--- src/rtl/fcwc_pkg.sv ---
`timescale 1ns / 1ps
// ----------------------------------------------------------------------------
// fcwc_pkg
// Shared types and constants for the footprint clearance window check.
// ----------------------------------------------------------------------------
package fcwc_pkg;

  // configuration port
  localparam int CFG_IDX_W  = 3;
  localparam int CFG_DATA_W = 11;

  localparam logic [CFG_IDX_W-1:0] REG_GRID_ROWS  = 3'd0;
  localparam logic [CFG_IDX_W-1:0] REG_GRID_COLS  = 3'd1;
  localparam logic [CFG_IDX_W-1:0] REG_LONG_SPAN  = 3'd2;
  localparam logic [CFG_IDX_W-1:0] REG_SHORT_SPAN = 3'd3;

  localparam int EXTENT_RST = 600;
  localparam int SPAN_RST   = 1;

  // result field widths
  localparam int IDX_W = 10;

  // per-column occupancy count, wraps
  localparam int CNT_W = 7;

  // window geometry of one raster position
  typedef struct packed {
    logic row0;     // first row of the frame, counts restart
    logic leave_l;  // a row drops out of the long column window
    logic leave_s;  // a row drops out of the short column window
    logic edge_l;   // lengthwise window sits inside the margins
    logic edge_x;   // crosswise window sits inside the margins
  } pos_flags_t;

endpackage

--- src/rtl/fcwc_raster.sv ---
`timescale 1ns / 1ps
// ----------------------------------------------------------------------------
// fcwc_raster
// Raster position counters, history ring slots and window geometry flags.
// ----------------------------------------------------------------------------
module fcwc_raster
  import fcwc_pkg::*;
#(
  parameter int MAX_ROWS = 1024,
  parameter int MAX_COLS = 1024,
  parameter int MAX_SPAN = 64
) (
  input  logic                          clk,
  input  logic                          rst_n,
  input  logic                          advance,
  input  logic [$clog2(MAX_ROWS+1)-1:0] rows_lim,
  input  logic [$clog2(MAX_COLS+1)-1:0] cols_lim,
  input  logic [$clog2(MAX_SPAN)-1:0]   span_long,
  input  logic [$clog2(MAX_SPAN)-1:0]   span_short,
  output logic [$clog2(MAX_ROWS)-1:0]   pos_row,
  output logic [$clog2(MAX_COLS)-1:0]   pos_col,
  output logic [$clog2(MAX_SPAN)-1:0]   wr_slot,
  output logic [$clog2(MAX_SPAN)-1:0]   rd_slot_l,
  output logic [$clog2(MAX_SPAN)-1:0]   rd_slot_s,
  output pos_flags_t                    pos_flags
);

  localparam int RW  = $clog2(MAX_ROWS);
  localparam int CW  = $clog2(MAX_COLS);
  localparam int SW  = $clog2(MAX_SPAN);
  localparam int RLW = $clog2(MAX_ROWS + 1);
  localparam int CLW = $clog2(MAX_COLS + 1);

  logic [RW-1:0] row_r, row_nxt;
  logic [CW-1:0] col_r, col_nxt;
  logic [SW-1:0] slot_r, slot_nxt;
  logic          col_last, row_last;

  assign col_last = (CLW'(col_r) + CLW'(1)) >= cols_lim;
  assign row_last = (RLW'(row_r) + RLW'(1)) >= rows_lim;

  always_comb begin
    row_nxt  = row_r;
    col_nxt  = col_r;
    slot_nxt = slot_r;
    if (advance) begin
      if (col_last) begin
        col_nxt = '0;
        if (row_last) begin
          row_nxt  = '0;
          slot_nxt = '0;
        end else begin
          row_nxt  = row_r + RW'(1);
          slot_nxt = (slot_r == SW'(MAX_SPAN - 1)) ? '0 : slot_r + SW'(1);
        end
      end else begin
        col_nxt = col_r + CW'(1);
      end
    end
  end

  always_ff @(posedge clk) begin
    if (!rst_n) begin
      row_r  <= '0;
      col_r  <= '0;
      slot_r <= '0;
    end else begin
      row_r  <= row_nxt;
      col_r  <= col_nxt;
      slot_r <= slot_nxt;
    end
  end

  // slot of row (r - span - 1) in the ring of MAX_SPAN rows
  always_comb begin
    if (slot_r > span_long) begin
      rd_slot_l = slot_r - span_long - SW'(1);
    end else begin
      rd_slot_l = slot_r + (SW'(MAX_SPAN - 1) - span_long);
    end
    if (slot_r > span_short) begin
      rd_slot_s = slot_r - span_short - SW'(1);
    end else begin
      rd_slot_s = slot_r + (SW'(MAX_SPAN - 1) - span_short);
    end
  end

  always_comb begin
    pos_flags.row0    = (row_r == '0);
    pos_flags.leave_l = (row_r > span_long);
    pos_flags.leave_s = (row_r > span_short);
    pos_flags.edge_l  = (row_r > span_long) && (col_r > span_short);
    pos_flags.edge_x  = (row_r > span_short) && (col_r > span_long);
  end

  assign pos_row = row_r;
  assign pos_col = col_r;
  assign wr_slot = slot_r;

endmodule

--- config.mk ---
export PLATFORM = sky130hd
export DESIGN_NAME = fcwc_raster
export DESIGN_NICKNAME = d
export VERILOG_FILES = /design/src/rtl/fcwc_pkg.sv /design/src/rtl/fcwc_raster.sv
export SDC_FILE = /design/constraint.sdc
export NUM_CORES = 1
export LEC_CHECK = 0
export ABC_CLOCK_PERIOD_IN_PS = 4500
export BUFFER_PORTS_ARGS = -buffer_cell sky130_fd_sc_hd__clkbuf_2
export CAP_MARGIN = 25
export CORE_ASPECT_RATIO = 0.75
export CORE_MARGIN = 5
export CORE_UTILIZATION = 30
export DETAILED_ROUTE_END_ITERATION = 10
export GPL_ROUTABILITY_DRIVEN = 0
export HOLD_SLACK_MARGIN = 0.08
export PLACE_DENSITY = 0.54
export SYNTH_ARGS = -nofsm -noshare
export SYNTH_HDL_FRONTEND = slang
export SYNTH_SLANG_ARGS = --single-unit
--- constraint.sdc ---
create_clock -name clk -period 4.5 [get_ports clk]
set_input_delay 0.45 -clock clk [delete_from_list [all_inputs] [get_ports clk]]
set_output_delay 0.45 -clock clk [all_outputs]
set_load 0.01 [all_outputs]
==> impl_metrics.ini <==
[outcome]
outcome = finished, final reports clean

[layout]
mostFrequentLayoutCell = clkbuf_2
drive_above_1_share = 0.221
fill_cells = 1044
area_delta_synth_final_pct = 19.9
final_cell_mix = clkbuf_2 (79), ha_1 (60), inv_1 (46)
final_nets = 526
final_util = 0.366
num_antenna_cells = 0

[floorplanning]
core-area_sq_um = 9620
fp.dieH_um = 95.7
die_area_sq_um = 11900
initial_utilization = 0.305
ioPinCount = 80
rows = 31
die_x_um = 124

[setup_path]
cp_top_family = simple AND/OR/NAND/NOR gates
worstPathRequired_ns = 4.68
path_max_fanout = 13
crit_path_start_kind = flip-flop
endpoint_kind = flip-flop
cp_slowest_cell = dfxtp_1
critPathBufInv = 0
crit_chain = ha_1 > and3_1 > and3_1 > and3_1 > and3_1 > ha_1 > a21oi_1 > nand2_1 > a211oi_1 > a31o_2 > nand2_1 > o22ai_1
crit_arrival_ns = 3.37
cp_common_cell = and3_1
timing_worst_setup_path_type = flip-flop to flip-flop
max_stage_delay_ns = 0.37

[clock_network]
clock-sinks = 26
clkLatencyLatePin_ns = 0.26
cts_setup_buffers = 0
cts_made_buffers = 3
cts_tree = yes
clk_pin_slew_ns = 0.07
root_buffer = clkbuf_16
clock_path_buffers = 2
holdBufCountCts = 0
cts_htree_levels = 1
ctsResizeCount = 0

[global_routing]
grt_pass1_vias = 2720
grtUsageMet3 = 0.0347
grtUsageMet1 = 0.196
antenna_found_initial = 0
busiest_layer = met2
gr-total-overflow = 0
track_usage = 0.139
grt_max_degree = 15
grtUsageMet2 = 0.228
grt_pass1_wl_um = 13800

[place]
hpwl_um = 6830
portBuffers = 79

[sta]
setup-violations-final = 0
rsz0062_at_grt = false
fin_crit_ns = 3.19
slew_headroom = 0.341
setup_tns_ns = 0
timing.fmax_ghz = 0.313
final.period_utilization = 0.710
finClkSkew_ns = 0.00565
worst_pin_slew_ns = 0.979
drv_slew = 0
hold_viol_final = 0

[route]
ant_nets = 0
routed_wl_um = 8110
drc = 0
dr.pass1.iters = 4
vias = 2685
drtIter0Drc = 143
wl_per_cell_um = 14.5
via_per_inst = 4.81

[synthesis]
ys_seq_area_frac = 0.177
syn_inst = 354
avgSynthCellArea_sq_um = 8.30
synth_top_area_share = 0.256
ys_warn_count = 0
yosysTopAreaCell = ha_1
ys_ff_latch = 26
syn_nets = 453
synth_flop_cell = dfxtp_1
netlist_area_sq_um = 2940
synth_edf_count = 0
synth_area_leaders = ha_1 (26%), dfxtp_1 (18%), xor2_1 (6.0%), inv_1 (5.9%), xnor2_1 (4.5%)
synth_cell_types = 49
ys_async_sr_fraction = 0

[power]
p_per_area_nw_per_um2 = 158
ir_drop_mv = 0.165
p_leak_nw = 1.99

[run]
maxCapViolations = 0

[min_path]
holdCritPathClass = flip-flop to flip-flop
==> cell usage after synthesis (5+ instances only) <==
library cell / n
nand2_1: 22
and2_1: 6
a21oi_1: 20
ha_1: 60
and3_1: 13
xnor2_1: 15
nand3_1: 11
a21o_1: 10
nor2_1: 23
o21ai_0: 8
nor2b_1: 5
a32oi_1: 6
dfxtp_1: 26
xor2_1: 20
inv_1: 46
nand4_1: 8
==> worst register-to-register path: stages, from the launching register on <==
cell      delay [ns]
dfxtp_1         0.37
ha_1            0.25
and3_1          0.22
and3_1          0.22
and3_1          0.22
and3_1          0.19
ha_1            0.30
a21oi_1         0.13
nand2_1         0.08
a211oi_1        0.24
a31o_2          0.37
nand2_1         0.30
o22ai_1         0.23
==> worst paths after layout <==
| check | from | endpoint | slack, ns | depth (start not counted) |
|---|---|---|---|---|
| max | pos_col[0] | pos_row[1] | 1.31 | 12 |
| min | wr_slot[5] | wr_slot[5] | 0.58 | 1 |
| max reg2reg | pos_col[0] | pos_row[1] | 1.31 | 12 |
| min reg2reg | wr_slot[5] | wr_slot[5] | 0.58 | 1 |
==> flip-flops by register name, summed over array words and instances, names as in the netlist <==
register,flops
wr_slot,6
pos_row,10
pos_col,10
==> metrics by stage <==
step           setup slack (ns)  hold WS, ns  instance area, sq um  instances  power (mW)
2_1_floorplan              1.66        0.576                  2940        354       0.305
3_3_place_gp               1.34        0.574                  3430        554       0.345
3_5_place_dp               1.30        0.573                  3430        554       0.347
4_1_cts                    1.28        0.592                  3520        558       0.563
5_1_grt                   0.958        0.620                  3520        558       0.590
6_report                   1.31        0.583                  3520        558       0.556
==> power breakdown <==
part,total [mW],leakage (nW),internal [mW],switching (mW)
sequential,0.236,0.210,0.232,0.00358
clock,0.215,0.0442,0.136,0.0795
combinational,0.105,1.74,0.0461,0.0590
total,0.556,1.99,0.414,0.142
==> cells by family (layout without fill, tap and decap cells) <==
group           after synthesis  in the layout  synth area share
xor+xnor                     35             35             0.104
simple gates                100            100             0.179
fa+ha+maj                    62             62             0.269
mux                           2              2           0.00682
buf+inv                      57            129            0.0805
compound gates               72             72             0.182
flops                        26             26             0.177
==> area by class of cell <==
class / count / area, sq um / share of cell area
Clock buffer: 4 / 88.8 / 0.0252
Timing Repair Buffer: 79 / 395 / 0.112
Inverter: 46 / 173 / 0.0490
Sequential cell: 26 / 520 / 0.148
Tap cell: 132 / 165 / 0.0469
Multi-Input combinational cell: 271 / 2180 / 0.619
==> metal layers <==
layer | vias to the layer above | wire [um] | share of wire
met2 | 62 | 3360 | 0.41
met3 | 2 | 501 | 0.062
met4 | 0 | 7 | 0.00086
met5 | - | 0 | 0
li1 | 1395 | - | -
met1 | 1226 | 4240 | 0.52
Note: power is estimated with default switching activity, not from simulation.
