$ cat src/rtl/fcwc_pkg.sv
`timescale 1ns / 1ps
// ----------------------------------------------------------------------------
// fcwc_pkg
// Shared types and constants for the footprint clearance window check.
// ----------------------------------------------------------------------------
package fcwc_pkg;

  // configuration port
  localparam int CFG_IDX_W  = 3;
  localparam int CFG_DATA_W = 11;

  localparam logic [CFG_IDX_W-1:0] REG_GRID_ROWS  = 3'd0;
  localparam logic [CFG_IDX_W-1:0] REG_GRID_COLS  = 3'd1;
  localparam logic [CFG_IDX_W-1:0] REG_LONG_SPAN  = 3'd2;
  localparam logic [CFG_IDX_W-1:0] REG_SHORT_SPAN = 3'd3;

  localparam int EXTENT_RST = 600;
  localparam int SPAN_RST   = 1;

  // result field widths
  localparam int IDX_W = 10;

  // per-column occupancy count, wraps
  localparam int CNT_W = 7;

  // window geometry of one raster position
  typedef struct packed {
    logic row0;     // first row of the frame, counts restart
    logic leave_l;  // a row drops out of the long column window
    logic leave_s;  // a row drops out of the short column window
    logic edge_l;   // lengthwise window sits inside the margins
    logic edge_x;   // crosswise window sits inside the margins
  } pos_flags_t;

endpackage

$ cat src/rtl/fcwc_cfg.sv
`timescale 1ns / 1ps
// ----------------------------------------------------------------------------
// fcwc_cfg
// Configuration registers; values are clamped to the supported range on write.
// ----------------------------------------------------------------------------
module fcwc_cfg
  import fcwc_pkg::*;
#(
  parameter int MAX_ROWS = 1024,
  parameter int MAX_COLS = 1024,
  parameter int MAX_SPAN = 64
) (
  input  logic                          clk,
  input  logic                          rst_n,
  input  logic                          cfg_valid,
  output logic                          cfg_ready,
  input  logic [CFG_IDX_W-1:0]          cfg_index,
  input  logic [CFG_DATA_W-1:0]         cfg_wdata,
  output logic [$clog2(MAX_ROWS+1)-1:0] rows_lim,
  output logic [$clog2(MAX_COLS+1)-1:0] cols_lim,
  output logic [$clog2(MAX_SPAN)-1:0]   span_long,
  output logic [$clog2(MAX_SPAN)-1:0]   span_short
);

  localparam int RLW = $clog2(MAX_ROWS + 1);
  localparam int CLW = $clog2(MAX_COLS + 1);
  localparam int SW  = $clog2(MAX_SPAN);

  localparam int RowsRst = (EXTENT_RST > MAX_ROWS) ? MAX_ROWS : EXTENT_RST;
  localparam int ColsRst = (EXTENT_RST > MAX_COLS) ? MAX_COLS : EXTENT_RST;
  localparam int SpanRst = (SPAN_RST >= MAX_SPAN) ? MAX_SPAN - 1 : SPAN_RST;

  logic [RLW-1:0] rows_lim_r, rows_lim_nxt;
  logic [CLW-1:0] cols_lim_r, cols_lim_nxt;
  logic [SW-1:0]  span_long_r, span_long_nxt;
  logic [SW-1:0]  span_short_r, span_short_nxt;

  int rows_val, cols_val, span_val;
  logic wr_en;

  assign cfg_ready = 1'b1;
  assign wr_en     = cfg_valid & cfg_ready;

  always_comb begin
    // for the extents zero acts as one, anything above the maximum as the maximum
    if (cfg_wdata == '0) begin
      rows_val = 1;
      cols_val = 1;
    end else begin
      rows_val = (int'(cfg_wdata) > MAX_ROWS) ? MAX_ROWS : int'(cfg_wdata);
      cols_val = (int'(cfg_wdata) > MAX_COLS) ? MAX_COLS : int'(cfg_wdata);
    end
    span_val = (int'(cfg_wdata[5:0]) >= MAX_SPAN) ? MAX_SPAN - 1 : int'(cfg_wdata[5:0]);
  end

  always_comb begin
    rows_lim_nxt   = rows_lim_r;
    cols_lim_nxt   = cols_lim_r;
    span_long_nxt  = span_long_r;
    span_short_nxt = span_short_r;
    if (wr_en) begin
      unique case (cfg_index)
        REG_GRID_ROWS:  rows_lim_nxt   = RLW'(rows_val);
        REG_GRID_COLS:  cols_lim_nxt   = CLW'(cols_val);
        REG_LONG_SPAN:  span_long_nxt  = SW'(span_val);
        REG_SHORT_SPAN: span_short_nxt = SW'(span_val);
        default: ;
      endcase
    end
  end

  always_ff @(posedge clk) begin
    if (!rst_n) begin
      rows_lim_r   <= RLW'(RowsRst);
      cols_lim_r   <= CLW'(ColsRst);
      span_long_r  <= SW'(SpanRst);
      span_short_r <= SW'(SpanRst);
    end else begin
      rows_lim_r   <= rows_lim_nxt;
      cols_lim_r   <= cols_lim_nxt;
      span_long_r  <= span_long_nxt;
      span_short_r <= span_short_nxt;
    end
  end

  assign rows_lim   = rows_lim_r;
  assign cols_lim   = cols_lim_r;
  assign span_long  = span_long_r;
  assign span_short = span_short_r;

endmodule

$ cat config.mk
export PLATFORM = sky130hd
export DESIGN_NAME = fcwc_cfg
export DESIGN_NICKNAME = d
export VERILOG_FILES = /design/src/rtl/fcwc_pkg.sv /design/src/rtl/fcwc_cfg.sv
export SDC_FILE = /design/constraint.sdc
export NUM_CORES = 1
export LEC_CHECK = 0
export BUFFER_PORTS_ARGS = -buffer_cell sky130_fd_sc_hd__buf_2
export CAP_MARGIN = 20
export CORE_MARGIN = 4
export CORE_UTILIZATION = 30
export CTS_CLUSTER_DIAMETER = 60
export DETAILED_ROUTE_END_ITERATION = 6
export PLACE_DENSITY = 0.56
export SETUP_SLACK_MARGIN = 0.05
export SYNTH_ARGS = -nofsm -noshare
export SYNTH_HDL_FRONTEND = slang
export SYNTH_SLANG_ARGS = --single-unit
$ cat constraint.sdc
create_clock -name clk -period 1.87 [get_ports clk]
set_input_delay 0.374 -clock clk [delete_from_list [all_inputs] [get_ports clk]]
set_output_delay 0.374 -clock clk [all_outputs]
set_load 0.05 [all_outputs]
==> run summary, run 1 <==
The run finished with clean final reports. The detailed router finished its first iteration with 58 violations. The worst-path maximum fanout came out at 2. The worst voltage drop across the vdd grid is ~0.0003 V.

The total of warnings raised by yosys is 0. The H-tree depth came out at 2. Counting instances in the post-synthesis netlist gives the leading cell types as sky130_fd_sc_hd__nand2_1 (36), sky130_fd_sc_hd__dfxtp_1 (34), sky130_fd_sc_hd__nor2b_1 (16).

Summed over all failing endpoints, the final setup total negative slack is 0 ns. The cell-internal power is 1.083 mW. The final estimated routing congestion in global placement came out at 0.6875. The async set or reset register ratio after synthesis came out at 0%. Buffers inserted to repair hold after CTS numbered 0. In the routed layout, each cell is associated on average with a via count of 4.641. The total of flip-flops plus latches after synthesis came out at 34. The kind of cell with the highest combined delay along the critical path is flip-flops. The share of the synthesized area in the top cell type is 48.53%. The delay contributed by the slowest stage of the critical path came out at 0.35 ns. The number of I/O port buffers came out at 50. In the post-synthesis netlist, the biggest area contributors are sky130_fd_sc_hd__dfxtp_1 (49%), sky130_fd_sc_hd__nand2_1 (9.6%), sky130_fd_sc_hd__mux2i_1 (7.9%), sky130_fd_sc_hd__nor2b_1 (7.1%), sky130_fd_sc_hd__a21boi_0 (5.4%). For this run the aggregate overflow at the end of global routing stands at 0. The number of antenna diodes in the final layout is 0.

The post-synthesis cell area is 1403 sq um. Clock tree synthesis found a total of 34 sinks. The total of max-cap violations is 0.

The first-pass GRT wire length is 5789 um. Final hold analysis gives a worst-case slack of 0.3549 ns. For this design the ratio of total power to cell area is 813.2 nW/um^2. The number of standard cells in the layout, taps in and fillers out came out at 256.

The clock latency at the later pin of the worst-skew pair came out at 0.28 ns. The number of nets in the synthesized netlist came out at 168. The via count of the first global-routing pass came out at 1188. The post-synthesis cell count is roughly 150. The count of flip-flops with a built-in enable after synthesis is 0. The sort of element at the end of the critical path is an output pin. The critical path data arrival time is 0.90 ns. The sequential cell area fraction in the yosys report is 48.53%. The shortest period the worst path allows came out at about 1.3 ns. The required time of the critical path is 1.50 ns.

The min-delay analysis places its worst path in the category primary input to flip-flop. The worst setup path is launched from a flip-flop. A synthesized cell averages 9.289 sq um. The library cell occupying the most area in the post-synthesis netlist is sky130_fd_sc_hd__dfxtp_1. Post-CTS timing repair inserted 0 buffers for setup. The post-cts gate resize count came out at 0.

The fraction of power spent switching nets is 26.07%. The period utilization is between 60% and 70%. The net switching power is 382.0 uW. The final routed wire length divided by cell count is 13.60 um. The count of TritonRoute iterations in the first routing pass is 4. Setup repair after global routing left no endpoint under its margin.

The final number of hold-violating endpoints is 0. The power share of the sequential group is between 50% and 60%. The final number of max-transition violations was 0. In the synthesized netlist the dominant register cell turns out to be sky130_fd_sc_hd__dfxtp_1. The post-route netlist has between 30% and 40% of its cells at a drive strength greater than 1. The signed area change from the synthesized netlist to the final layout came out at 28.46%. Setup violations remaining at the end of the flow were counted as 0. The largest net degree at the start of global routing came out at 17. The final net count came out at 222. The analysis attributes to cell leakage a power of 0.8154 nW.

The die footprint came out at 5833 sq um. The initial antenna violation count is 0. The CTS tree is done. The cell with the biggest individual delay on the critical path is sky130_fd_sc_hd__dfxtp_1. The core footprint is 4444 sq um.

Counting the fill cells in the layout gives 466. The total wire length came out at 3482 um. The number of remaining DRC errors is 0. The detailed-route via count is 1188. Of the total power, the clock network draws 36.0%. The number of placement rows is 24. The maximum root-to-sink buffer count came out at 2. The CTS clock-pin slew for the worst setup and hold paths came out at 0.07 ns. The vertical die dimension came out at 76.38 um. The CTS root buffer is sky130_fd_sc_hd__clkbuf_8. Traced cell by cell, the critical path runs through buf_2.

The antenna violation net count after detailed routing is 0. The half-perimeter wire length of the detailed placement result is ~2600 um. The share of total power in combinational logic came out at 12.9%.

The highest clock rate is 785.3 MHz. The all-layer global routing usage came out at 12.62%. The number of distinct library cells after synthesis came out at 30. The number of buffers created by CTS came out at 5. The total buffers and inverters traversed by the critical path is 1.

The leading cell type by number of instances after synthesis is sky130_fd_sc_hd__nand2_1. The setup path with the least slack is of type flip-flop to output pin. The cell total after placement is 250. The effective utilization at floorplan is 31.56%. The number of placed I/O pins is 52. The final setup skew is 0 ns. The width of the chip came out at 76.38 um.
-- layout make-up --
cell class	instances	area, sq um	share of cell area, %
clock buffers	6	82.58	4.583
repair buffers	57	302.8	16.81
multi-input cells	104	659.4	36.60
flip-flops and latches	34	680.7	37.78
well taps	52	65.06	3.611
inverters	3	11.26	0.6250
-- worst reg2reg max path, stage by stage (launching register included) --
cell and delay (ns):
sky130_fd_sc_hd__dfxtp_1 0.34, sky130_fd_sc_hd__nand2_1 0.05, sky130_fd_sc_hd__a21boi_0 0.14
-- registers in the layout, summed over array words and instances, names as in the netlist --
register,cells
rows_lim,11
cols_lim,11
span_long,6
span_short,6
-- cells in the final DEF (no fill, tap or decap), drive strengths merged, types with 2 or more instances in the layout --
master / instances
o221ai: 2
nor2b: 16
clkbuf: 6
nand2: 36
o211ai: 5
dfxtp: 34
o21ai: 2
inv: 3
a21boi: 10
mux2i: 11
buf: 57
o311ai: 2
nand3: 9
-- cell families (layout without fill, tap and decap cells) --
family	count (synthesis)	in the layout	synth area share, %
AND/OR/NAND/NOR	70	70	25.87
flip-flops	34	34	48.53
AO/OA/AOI/OAI	22	22	13.02
buffers and inverters	13	66	4.460
multiplexers	11	11	7.850
other	1	1	0.2674
-- worst paths after layout --
kind	startpoint	endpoint	slack, ns	cells past startpoint
worst max-delay path	span_short[0]$_SDFFE_PN1P_	span_short[0]	0.60	1
worst min-delay path	cfg_wdata[0]	span_long[0]$_SDFFE_PN1P_	0.35	3
worst min register to register	cols_lim[10]$_SDFFE_PN0P_	cols_lim[10]$_SDFFE_PN0P_	0.46	2
worst max register to register	rows_lim[1]$_SDFFE_PN0P_	rows_lim[1]$_SDFFE_PN0P_	1.26	2
-- layer usage --
layer  part of all wire [%]  vias up  global-route usage [%]  routed length (um)
li1                       -      623                       -                   -
met1                     48      528                   15.45                1686
met2                     43       31                   19.07                1501
met3                    6.7        6                   5.674                 232
met4                    1.8        0                   5.435                  62
met5                      0        -                       0                   0
-- per-stage QoR --
| step | area (sq um) | worst slack [ns] | util, % | total power [mW] |
|---|---|---|---|---|
| 3_3_place_gp | 1719 | 0.3317 | 38.68 | 0.9542 |
| 5_1_grt | 1802 | 0.5494 | 40.54 | 1.540 |
| 3_5_place_dp | 1719 | 0.3175 | 38.68 | 0.9549 |
| 6_report | 1802 | 0.5967 | 40.54 | 1.465 |
| 2_1_floorplan | 1403 | 0.4134 | - | 0.8913 |
| 4_1_cts | 1802 | 0.5846 | 40.54 | 1.493 |
-- power groups by stage --
stage               clock [mW]  combinational, mW  sequential, mW
finish                   0.528              0.189           0.748
global route             0.586              0.204           0.749
CTS                      0.554              0.191           0.748
detailed placement           0              0.191           0.764
global placement             0              0.189           0.765
floorplan                    0             0.0708           0.820
No activity file was read; power rests on OpenSTA's default activity.
==> run 2, diff against run 1 <==
- clock period: 1.87 -> 1.3 ns (I/O delays scaled with it)
==> run summary, run 2 (synthesized netlist as in run 1, its figures left out) <==
The global routing met2 resource utilization is 19.07%. The count of hold-fix buffers inserted at cts came out at 0. The CTS root buffer is sky130_fd_sc_hd__clkbuf_8. For met1 alone, demand over resource in global routing was 16.80%. Traced cell by cell, the critical path runs through buf_2. The number of buffers created by CTS is 5. The number of remaining DRC errors came out at 0. The proportion of layout cells with a drive suffix above 1 came out at 39.07%. The via count of the first global-routing pass is approximately 1200. The run finished with clean final reports. The core footprint came out at 4444 sq um.

met2 is the most crowded layer. STA classifies the critical path startpoint as a flip-flop. Subtracting the final worst setup slack from the clock period gives 1.193 ns. Summed over all cells, the static leakage comes to 0.8698 nW.

The initial antenna violation count is 0. The detailed-route via count is approximately 1200. The final number of hold-violating endpoints is 0.

The vertical die dimension is 76.38 um. In the final design database the tool counted 232 nets. The final core utilization came out at ~43%. Clock-pin slew was measured on the worst setup and hold paths at around 0.07 ns. The critical path data arrival time came out at 0.93 ns. Setup violations remaining at the end of the flow were counted as 0. The clock drives 34 sinks. The total wire length came out at between 3000 and 4000 um.

By startpoint and endpoint, the worst setup path is classified as flip-flop to output pin. The number of antenna diodes in the final layout is 0. Summed over all failing endpoints, the final setup total negative slack is 0 ns.

The number of placement rows came out at 24. In the finished design, the share of the clock period the worst path needs comes to roughly nine tenths. The width of the chip is ~76 um. The cell with the biggest individual delay on the critical path is sky130_fd_sc_hd__dfxtp_1. Along the worst path, the maximum fanout reaches 2. The detailed-route vias per instance came out at between 4 and 5. The H-tree depth came out at 2.

The initial utilization of the core area, before any placement, comes to 31.56%. The delay contributed by the slowest stage of the critical path is between 0.3 and 0.4 ns. The number of I/O port buffers came out at 50. Summing internal, switching and leakage power gives 2.108 mW. The worst voltage drop across the vdd grid came out at 0.0005703 V. Counting along the longest clock path gives a buffer depth of 2. The clock arrives with 0 ns of skew.

The type of the tightest min-delay check is primary input to flip-flop. Among cell families on the critical path, the largest total delay comes from flip-flops. The worst setup path is captured at an output pin. The total power divided by cell area is between 1000 and 1500 nW/um^2. The initial detailed-routing violation count is 96.

The final routed wire length divided by cell count is ~13 um. The clock latency at the later pin of the worst-skew pair came out at 0.28 ns. Relative to the synthesized area, the layout overhead comes to 35.59%.

The wire-length estimate of the detail-placed layout is 2733 um. The placed instances occupy a cell area of ~1800 sq um. The count of TritonRoute iterations in the first routing pass is 4. The first-pass GRT wire length is 6085 um.

The final hold slack is around 0.25 ns. For this run the aggregate overflow at the end of global routing stands at 0. The number of placed I/O pins is 52.

The total buffers and inverters traversed by the critical path came out at 1. After routing the design area is between 1500 and 2000 sq um. Global routing consumed, over all layers together, 13.06% of the routing resources. The die footprint is 5833 sq um.

Timing would allow up to 838.1 MHz. The library cell used most frequently in the layout, excluding fill and tap cells, is sky130_fd_sc_hd__buf_2. Setup repair after global routing left no endpoint under its margin. The count of fill cells added during filler insertion is 472.

The post-CTS setup buffer count is 0. The met3 track demand over resource in global routing is under 10%. The tool flagged a number of max-cap violations equal to 0. At the end of routability-driven placement, the weighted congestion stood at around 0.74. Once the clock tree was built, the resizer swapped 0 gates to a different size. The detail route stage leaves a number of antenna-violating nets equal to 0. The required time of the critical path came out at 1.04 ns. The final number of max-transition violations was 0. TritonCTS built the clock tree.

In the layout the commonest cells are sky130_fd_sc_hd__buf_2 (50), sky130_fd_sc_hd__dfxtp_1 (34), sky130_fd_sc_hd__nand2_1 (33), sky130_fd_sc_hd__nor2b_1 (16), sky130_fd_sc_hd__buf_4 (16). The largest net degree at the start of global routing is 21.
## run 2: final timing paths
check | startpoint | to | slack [ns] | depth (start not counted)
setup / recovery | rows_lim[0]$_SDFFE_PN0P_ | rows_lim[0] | 0.11 | 1
hold reg to reg | cols_lim[1]$_SDFFE_PN0P_ | cols_lim[1]$_SDFFE_PN0P_ | 0.46 | 2
hold / removal | cfg_wdata[0] | span_long[0]$_SDFFE_PN1P_ | 0.25 | 3
setup reg to reg | span_short[4]$_SDFFE_PN0P_ | span_short[4]$_SDFFE_PN0P_ | 0.67 | 2
## run 2: routing by layer
layer	vias up	wire (um)
met5	-	0
li1	640	-
met3	6	290
met4	0	64
met1	553	1729
met2	41	1508
## run 2: power by group
group	leakage (nW)	switching, mW	internal [mW]
clock	0.0438	0.367	0.359
combinational	0.550	0.194	0.111
sequential	0.276	0.0121	1.06
## run 2: layout make-up
type	count	area [sq um]	area share, %
Clock inverter	2	10.01	0.5263
Timing Repair Buffer	67	390.4	20.53
Inverter	3	11.26	0.5921
Sequential cell	34	680.7	35.79
Clock buffer	5	68.82	3.618
Multi-Input combinational cell	104	675.6	35.53
Tap cell	52	65.06	3.421
## run 2: worst min-delay path: cells and delay by family
family | cells | cell delay, ns
buf+inv | 1 | 0.11
mux | 1 | 0.07
simple gates | 1 | 0.06
## run 2: per-stage QoR
step / setup slack [ns] / instances
after floorplan: -0.03057 / 151
after global placement: -0.08242 / 260
after detailed placement: -0.1057 / 260
after CTS: 0.09229 / 267
after global routing: 0.07332 / 267
final: 0.1069 / 267
